`src/design/circle_elastic_collision_resolve_top_macros.svh`:
```
// Assertion macros shared by the collision resolver RTL.
`ifndef CIRCLE_ELASTIC_COLLISION_RESOLVE_TOP_MACROS_SVH
`define CIRCLE_ELASTIC_COLLISION_RESOLVE_TOP_MACROS_SVH
`ifndef SYNTHESIS
// same-cycle implication, clocked on clk, off during reset
`define ECR_ASSERT_IMP(lbl, ante, cons, msg) \
  lbl: assert property (@(posedge clk) disable iff (!rst_n) (ante) |-> (cons)) else $error(msg);
// next-cycle implication, clocked on clk, off during reset
`define ECR_ASSERT_NXT(lbl, ante, cons, msg) \
  lbl: assert property (@(posedge clk) disable iff (!rst_n) (ante) |=> (cons)) else $error(msg);
`else
`define ECR_ASSERT_IMP(lbl, ante, cons, msg)
`define ECR_ASSERT_NXT(lbl, ante, cons, msg)
`endif
`endif

```
`src/design/ecr_delay.sv`:
```
// Stall-aware delay line carrying a valid bit with its payload.
`default_nettype none
module ecr_delay #(
  parameter int W     = 8,
  parameter int DEPTH = 4
) (
  input  wire logic         clk,
  input  wire logic         rst_n,
  input  wire logic         en,
  input  wire logic         in_valid,
  input  wire logic [W-1:0] in_data,
  output logic              out_valid,
  output logic [W-1:0]      out_data
);
  logic [W-1:0] data_r  [1:DEPTH];
  logic         valid_r [1:DEPTH];

  genvar k;
  generate
    for (k = 1; k <= DEPTH; k++) begin : g_tap
      logic [W-1:0] prev_data;
      logic         prev_valid;
      if (k == 1) begin : g_first
        assign prev_data  = in_data;
        assign prev_valid = in_valid;
      end else begin : g_rest
        assign prev_data  = data_r[k-1];
        assign prev_valid = valid_r[k-1];
      end
      // valid bits are control state and reset; payload is not
      always_ff @(posedge clk) begin
        if (!rst_n) begin
          valid_r[k] <= 1'b0;
        end else if (en) begin
          valid_r[k] <= prev_valid;
        end
      end
      always_ff @(posedge clk) begin
        if (en) begin
          data_r[k] <= prev_data;
        end
      end
    end
  endgenerate

  assign out_valid = valid_r[DEPTH];
  assign out_data  = data_r[DEPTH];
endmodule
`default_nettype wire

```
`config.mk`:
```
export PLATFORM = sky130hd
export DESIGN_NAME = ecr_delay
export DESIGN_NICKNAME = d
export VERILOG_FILES = /design/src/design/circle_elastic_collision_resolve_top_macros.svh /design/src/design/ecr_delay.sv
export SDC_FILE = /design/constraint.sdc
export NUM_CORES = 1
export LEC_CHECK = 0
export ABC_AREA = 1
export BUFFER_PORTS_ARGS = -buffer_cell sky130_fd_sc_hd__buf_4
export CAP_MARGIN = 20
export CORE_UTILIZATION = 56
export DETAILED_ROUTE_END_ITERATION = 7
export PLACE_DENSITY = 0.78
export RECOVER_POWER = 100
export SLEW_MARGIN = 10
export SYNTH_ARGS = -nofsm -noshare
export SYNTH_HDL_FRONTEND = slang
export SYNTH_SLANG_ARGS = --single-unit
```
`constraint.sdc`:
```
create_clock -name clk -period 1.4 [get_ports clk]
set_clock_uncertainty 0.15 [all_clocks]
set_input_delay 0.28 -clock clk [delete_from_list [all_inputs] [get_ports clk]]
set_output_delay 0.28 -clock clk [all_outputs]
set_load 0.01 [all_outputs]
```
==> results_dict.tcl <==
set metrics [dict create \
    outcome "completed" \
    final_common_cell "edfxtp_1" \
    reg2reg_setup_slack_ns 0.53 \
    final.min_clock_period_ns 1.26 \
    worst_r2r_startpoint "valid_r[0][2]" \
    cell_leakage_power_nw 0.519 \
    final_hold_viol_count 0 \
    ys.warnings.count 0 \
    placed_cell_area_um2 1340 \
    coreArea_um2 1980 \
    capture_point_of_the_worst_path "out_valid" \
    setup_ws_ns 0.138 \
    worstPathCellList "clkbuf_1" \
    drive_above_1_share_pct 20.0 \
    r2r_end "valid_r[0][3]" \
    number_of_antenna_violations_at_the_first_check_in_global_routing 0 \
    cts.root.buffer_cell "clkbuf_4" \
    number_of_remaining_drc_errors 0 \
    hpwl_um 848 \
    max_cap_viol_count 0 \
    insertedDiodeCount 0 \
    rows 16 \
    startpoint_type "flop" \
    wire_length_of_the_first_global_routing_pass_um 1930 \
    floorplan.die_area_um2 2300 \
    number_of_primary_i_o_pins 21 \
    num-nets-final 96 \
    global_route.usage.total_pct 14.6 \
    crit_path_end_kind "output port" \
    cts_tree "yes" \
    cp_top_family "flip-flops" \
    crit_path_max_cell_delay_ns 0.38 \
    grt_max_degree 17 \
    highest_clock_rate_mhz 793 \
    finalPower_mw 1.85 \
    grt_overflow_total 0 \
    fin_max_slew_vios 0 \
    tritoncts_buffers 5 \
    globalplace.congestion 0.575 \
    final.setup.tns_ns 0 \
    finalSetupViolCount 0 \
    rsz0062_at_grt "false" \
    grt_pass1_vias 478 \
    clock_h_tree_levels 2 \
    netlist_area_um2 1180 \
    numPortBuffers 20 \
    finalCritPeriodShare_pct 90.1 \
    numClockSinks 36 \
    cp_max_fo 1 \
    syn_inst 55 \
    routed_via_count_divided_by_cell_count 4.54 \
    critPathLaunch "valid_r[0][4]" \
    drt-pass1-iter-count 2 \
    slowest_stage "edfxtp_1" \
    routedWlPerCell_um 11.9 \
    vdd_drop_max_mv 0.873 \
    ys_seq_area_share_pct 91.2 \
    power.density_cell_area_nw_per_um2 1300 \
    timing_worst_slew_pin_value_ns 0.638 \
    synth.avg_cell_area_um2 21.5 \
    fp.dieW_um 48 \
    drt-total-wl_um 1340 \
    ant_nets 0 \
    fillers 138 \
    synth.ff_latch_count 36 \
    cp_data_arrival_time_ns 0.83 \
    path_buf_inv 1 \
    synth.distinct_cells 6 \
    area_delta_synth_final_pct 20.1 \
    dp_worst_setup_slack_ns 0.267 \
    slew_headroom_pct 57.4 \
    hold-worst-slack_ns 0.105 \
    cts.reportedPaths.clkPinSlew_ns 0.09 \
    clkLatencyLatePin_ns 0.31 \
    r2r_cells 2 \
    worst-setup-path-type "flop to output port" \
    clockBufferDepth 2 \
    synthesized_netlist_net_count 67 \
    timing.critical_path.depth 1 \
    worst_hold_path_type "input port to flop" \
    die_height_um 48 \
    mostFrequentLayoutCells "edfxtp_1 (36), clkbuf_4 (13), clkbuf_1 (12)" \
    critical_path_required_ns 0.97 \
    first_iter_violations 6 \
    initial_cell_density_of_the_core_pct 59.8 \
    layout.cell_area.non_filler_um2 1420 \
    route.vias.total 508 \
]
worst min path at each step:
stage / start / endpoint / slack, ns / cells past startpoint
6_report: in_valid / valid_r[0][1] / 0.10 / 3
5_1_grt: in_valid / valid_r[0][1] / 0.12 / 3
4_1_cts: in_valid / valid_r[0][1] / 0.09 / 3
3_5_place_dp: data_r[0][11] / data_r[0][19] / 0.26 / 0
3_3_place_gp: data_r[0][31] / data_r[0][39] / 0.25 / 0
2_1_floorplan: in_data[2] / data_r[0][10] / 0.23 / 0
cells in the mapped netlist:
master,number,area [um^2]
nand2_1,1,3.75
nand2_2,1,6.26
nor2_1,4,15.0
edfxtp_1,36,1080
inv_1,5,18.8
buf_4,8,60.1
metrics by stage:
step,cells,utilization (%)
6_report,112,71.8
5_1_grt,112,71.8
4_1_cts,112,73.9
3_5_place_dp,96,67.4
3_3_place_gp,96,67.4
2_1_floorplan,55,-
worst reg2reg max path, delay by kind of cell, from the launching register on:
family | cells | cell delay (ns)
simple gates | 1 | 0.04
buf+inv | 1 | 0.07
flops | 1 | 0.38
logic make-up (layout without fill, tap and decap cells):
kind of cell  after synthesis  count (layout)  synth area share, %
flops                      36              36                 91.2
simple gates                6               6                 2.11
buf+inv                    13              43                 6.65
sequential cells by signal (all words and copies together) (netlist names):
register	cells
valid_r	4
data_r	32
layout make-up:
class                           count  area [um^2]  area share (%)
Timing Repair Buffer               30          218            15.3
Clock buffer                        7         45.0            3.17
Inverter                            5         18.8            1.32
Clock inverter                      1         3.75           0.264
Tap cell                           27         33.8            2.37
Multi-Input combinational cell      6         22.5            1.58
Sequential cell                    36         1080            76.0
metal layers:
metal	track usage, %	part of all wire, %	up-vias	wire (um)
met5	0	0	-	0
met4	13.3	2.8	0	38
met3	6.79	7.1	7	95
met2	24.6	57	23	757
met1	12.5	33	231	443
li1	-	-	247	-
power breakdown:
group | total, mW | internal, mW | switching, mW
combinational | 0.0908 | 0.0459 | 0.0449
sequential | 1.28 | 1.27 | 0.0171
clock | 0.476 | 0.193 | 0.283
timing repair:
action	in CTS	in global routing
hold buffers	8	0
resized for setup	0	0
hold endpoints to repair	8	0
buffers inserted	0	0
endpoints found under the setup margin	0	0
(Power assumes the default switching activity.)
