**config.mk**
```make
export PLATFORM = sky130hd
export DESIGN_NAME = ecr_div_pipe
export DESIGN_NICKNAME = d
export VERILOG_FILES = /design/src/design/circle_elastic_collision_resolve_top_macros.svh /design/src/design/ecr_pkg.sv /design/src/design/ecr_div_pipe.sv
export SDC_FILE = /design/constraint.sdc
export NUM_CORES = 2
export LEC_CHECK = 0
export ABC_AREA = 0
export BUFFER_PORTS_ARGS = -buffer_cell sky130_fd_sc_hd__buf_2
export CAP_MARGIN = 20
export CORE_ASPECT_RATIO = 0.8
export CORE_MARGIN = 5
export CORE_UTILIZATION = 60
export CTS_BUF_LIST = sky130_fd_sc_hd__clkbuf_8 sky130_fd_sc_hd__clkbuf_16
export DETAILED_ROUTE_END_ITERATION = 10
export PLACE_DENSITY = 0.76
export SYNTH_ARGS = -nofsm -noshare
export SYNTH_HDL_FRONTEND = slang
export SYNTH_SLANG_ARGS = --single-unit
```
**constraint.sdc**
```tcl
create_clock -name clk -period 5.21 [get_ports clk]
set_input_delay 0.521 -clock clk [delete_from_list [all_inputs] [get_ports clk]]
set_output_delay 0.521 -clock clk [all_outputs]
set_load 0.01 [all_outputs]
```
**src/design/circle_elastic_collision_resolve_top_macros.svh**
```systemverilog
// Assertion macros shared by the collision resolver RTL.
`ifndef CIRCLE_ELASTIC_COLLISION_RESOLVE_TOP_MACROS_SVH
`define CIRCLE_ELASTIC_COLLISION_RESOLVE_TOP_MACROS_SVH
`ifndef SYNTHESIS
// same-cycle implication, clocked on clk, off during reset
`define ECR_ASSERT_IMP(lbl, ante, cons, msg) \
  lbl: assert property (@(posedge clk) disable iff (!rst_n) (ante) |-> (cons)) else $error(msg);
// next-cycle implication, clocked on clk, off during reset
`define ECR_ASSERT_NXT(lbl, ante, cons, msg) \
  lbl: assert property (@(posedge clk) disable iff (!rst_n) (ante) |=> (cons)) else $error(msg);
`else
`define ECR_ASSERT_IMP(lbl, ante, cons, msg)
`define ECR_ASSERT_NXT(lbl, ante, cons, msg)
`endif
`endif

```
**src/design/ecr_pkg.sv**
```systemverilog
// Shared constants and types of the circle collision resolver.
`default_nettype none
package ecr_pkg;
  // fraction bits of the unit normal (Q2.30)
  localparam int NORM_BITS   = 30;
  // pipelined square root and divider depths, one result bit per stage
  localparam int SQRT_STAGES = 32;
  localparam int QUO_W       = 32;
  localparam int NUM_W       = 2 * QUO_W;
  localparam int DIV_STAGES  = QUO_W;

  typedef enum logic [1:0] {
    STAT_NONE     = 2'd0,
    STAT_RESOLVED = 2'd1,
    STAT_COINCIDE = 2'd2
  } status_t;
endpackage
`default_nettype wire

```
**src/design/ecr_div_pipe.sv**
```systemverilog
// Pipelined restoring divider, one quotient bit per stage.
`default_nettype none
module ecr_div_pipe (
  input  wire logic                       clk,
  input  wire logic                       en,
  input  wire logic [ecr_pkg::NUM_W-1:0]  num,
  input  wire logic [ecr_pkg::QUO_W-1:0]  den,
  output logic [ecr_pkg::QUO_W-1:0]       quo
);
  localparam int W = ecr_pkg::QUO_W;
  localparam int N = ecr_pkg::DIV_STAGES;

  // upper half of num must stay below den for the quotient to fit
  logic [W-1:0] rem_r [1:N];
  logic [W-1:0] low_r [1:N];
  logic [W-1:0] q_r   [1:N];
  logic [W-1:0] den_r [1:N];

  genvar k;
  generate
    for (k = 0; k < N; k++) begin : g_stage
      logic [W-1:0] cur_rem, cur_low, cur_q, cur_den;
      logic [W:0]   t, diff;
      logic         ge;
      if (k == 0) begin : g_first
        assign cur_rem = num[2*W-1:W];
        assign cur_low = num[W-1:0];
        assign cur_q   = '0;
        assign cur_den = den;
      end else begin : g_rest
        assign cur_rem = rem_r[k];
        assign cur_low = low_r[k];
        assign cur_q   = q_r[k];
        assign cur_den = den_r[k];
      end
      // shift in the next dividend bit, subtract when it fits
      assign t    = {cur_rem, cur_low[W-1]};
      assign diff = t - {1'b0, cur_den};
      assign ge   = (t >= {1'b0, cur_den});
      always_ff @(posedge clk) begin
        if (en) begin
          rem_r[k+1] <= ge ? diff[W-1:0] : t[W-1:0];
          low_r[k+1] <= {cur_low[W-2:0], 1'b0};
          q_r[k+1]   <= {cur_q[W-2:0], ge};
          den_r[k+1] <= cur_den;
        end
      end
    end
  endgenerate

  assign quo = q_r[N];
endmodule
`default_nettype wire

```
==> flow_summary.toml <==
[outcome]
status = "complete, no violations"

[pwr]
cellLeakagePower_nw = 69.02
peakVddDrop_mv = 0.4375
power-per-cell-area_nw_per_um2 = 629.0

[logic_synthesis]
synth_edf_count = 3008
ys_async_sr_fraction_pct = 0
seq_area_frac_synth_pct = 58.59
syn-instance-count = 12815
synth_area_um2 = 154200
synth-seq-cells = 3008
yosysWarnings = 0
syn_area_per_cell_um2 = 12.03
ys_types = 87
synth_nets = 13968
ys.flop_type = "edfxtp_1"

[finish]
fin_nets = 14337
multi_input_area_um2 = 58220
area_growth_pct = 10.50
fillers = 18637
drive_above_1_share_pct = 8.175
seqCellArea_um2 = 90330
fin_area_um2 = 170400

[placed_design]
pre_cts_ws_ns = 0.6308
routabilityCongestion = 0.9645
port_buffers = 129
dp_hpwl_um = 260600
placed_area_um2 = 159700

[routing]
vias = 99955
via_per_inst = 5.931
drtIter0Drc = 9211
route.detailed.drc = 0
wl_per_cell_um = 21.01
totalWireLength_um = 354000
ant_nets = 0
drt_first_pass_iters = 7

[floorplan]
die_x_um = 576.7
dieArea_um2 = 267300
core_area_um2 = 255700
std_cell_rows = 166
pin_count = 130
dieHeight_um = 463.4
initial_utilization_pct = 60.30

[critical_path]
slowest_delay_ns = 0.76
cpMaxStageDelayCell = "a41oi_4"
criticalPathCategory = "register to register"
cp-start-kind = "register"
path_delay_family = "compound AO/OA/AOI/OAI gates"
path_cells = "inv_1 > ha_1 > nor2b_1 > o31ai_1 > a21oi_1 > o2111ai_1 > a31o_2 > o21ai_0 > a31oi_1 > o31ai_1 > a41oi_4 > inv_1 > mux2_2"
crit_buf_inv = 2
cp.arrival_ns = 5.31
crit_path_max_fanout = 27
critPathRequiredTime_ns = 5.79
end_kind = "register"

[clocking]
clk_pin_slew_ns = 0.07
cts_sinks = 3008
cts_made_buffers = 305
worstSkewPairLatency_ns = 0.89
cts_tree = "yes"
cts_buffer_depth = 4
root_buffer = "clkbuf_16"
htreeDepth = 5

[sta]
max_freq_mhz = 211.7
hold_viol_final = 0
setup_ws_ns = 0.4852
tns_ns = 0
fin_crit_ns = 4.725
skew_ns = 0.06863
slew_headroom_pct = 25.39
tightestPinTransition_ns = 1.112
setup_viol = 0
rsz0062_at_grt = "no"
whs_ns = 0.07738
slew_violations = 0
fin_crit_sh_pct = 90.69

[global_routing]
grt_pass1_vias = 95926
grt_util_all_layers_pct = 25.93
antenna_found_initial = 9
grt_start_max_net_pins = 147
gr-total-overflow = 0
grt_pass1_wl_um = 548900

[hold_path]
hold_path.class = "input port to register"

[job]
cap_violations = 0
[kinds of logic (layout without fill, tap and decap cells)]
group	after synthesis	count (layout)	share of synthesized area, %
DFF	3008	3008	58.59
adders and majority gates	1055	1055	8.713
buffers and inverters	1576	2167	3.859
other	0	3	0
and+or+nand+nor	2677	2677	8.223
xor gates and xnor gates	836	836	4.749
AOI/OAI and AO/OA	3315	3315	13.29
muxes	348	348	2.573
[synthesized netlist by cell type, types with 141 or more instances]
cell type,count,area (µm²)
nand2_1,986,3701
xor2_1,374,3276
nor2b_1,141,882.1
clkbuf_1,258,968.4
o21ai_0,982,4915
a21o_1,498,3739
nand4_1,163,1020
nor2_1,554,2079
inv_1,1286,4827
nand2b_1,173,1082
nand3_1,183,915.9
a21oi_1,919,4599
edfxtp_1,3008,90330
mux2_2,283,3187
xnor2_1,462,4046
ha_1,1024,12810
[worst paths after layout]
check,startpoint,end,slack (ns),depth (start not counted)
min,num[32],rem_r[0][33],0.08,3
max,den_r[0][97],rem_r[0][155],0.49,13
max reg2reg,den_r[0][97],rem_r[0][155],0.49,13
min reg2reg,q_r[4][1],q_r[5][2],0.39,0
[sequential cells by signal, summed over array words and instances, names as in the netlist]
name and count:
rem_r 992, q_r 528, low_r 496, den_r 992
[cell usage in the layout, fill, tap and decap left out, drive strengths merged, types with 96 or more instances in the layout]
cell type / Yosys / final
o21ai: 986 / 986
buf: 32 / 262
and3: 96 / 96
nor3: 124 / 124
o21a: 114 / 114
xnor2: 462 / 462
nor2b: 141 / 141
nor2: 554 / 554
inv: 1286 / 1338
nand4: 163 / 163
nand2b: 173 / 173
o21bai: 124 / 124
edfxtp: 3008 / 3008
nand3: 183 / 183
mux2: 309 / 309
clkinv: 0 / 115
xor2: 374 / 374
ha: 1024 / 1024
nand2: 986 / 986
clkbuf: 258 / 314
a31oi: 103 / 103
a21o: 499 / 499
a21oi: 920 / 920
[worst register-to-register path, cell delays in order, from the launching register on]
cell and delay, ns:
edfxtp_1 0.45, inv_1 0.08, ha_1 0.23, nor2b_1 0.14, o31ai_1 0.35, a21oi_1 0.24
o2111ai_1 0.37, a31o_2 0.28, o21ai_0 0.16, a31oi_1 0.46, o31ai_1 0.31, a41oi_4 0.76
inv_1 0.24, mux2_2 0.35
[power breakdown]
group	switching (mW)	internal [mW]
combinational	26.9	19.9
clock	9.17	12.2
sequential	3.89	35.1
total	40.0	67.2
[layout make-up]
type / instances / area share [%]
diodes: 3 / 0.004406
repair buffers: 352 / 1.768
flip-flops and latches: 3008 / 53.02
clock inverters: 215 / 1.060
inverters: 1286 / 2.833
clock buffers: 314 / 4.612
well taps: 3444 / 2.529
multi-input cells: 8231 / 34.17
[routing by layer]
metal,global-route usage (%),vias to the layer above,share of wire (%)
li1,-,47884,-
met1,37.13,48431,44
met2,42.52,3068,47
met3,3.162,572,5.8
met4,6.434,0,2.6
met5,0,-,0
[per-stage QoR]
stage	total power [mW]	utilization, %	instances
6_report	107.2	66.63	16853
4_1_cts	107.2	66.61	16848
3_5_place_dp	85.19	62.48	16229
2_1_floorplan	72.02	-	12815
3_3_place_gp	84.16	62.48	16229
5_1_grt	114.1	66.63	16851
[repair_timing]
action                     in CTS  in global routing
gates resized for setup         0                  0
hold endpoints to repair       90                  0
setup buffers                   0                  0
setup endpoints to repair       0                  0
hold buffers                   90                  0
Power figures use the tool's default switching activity.
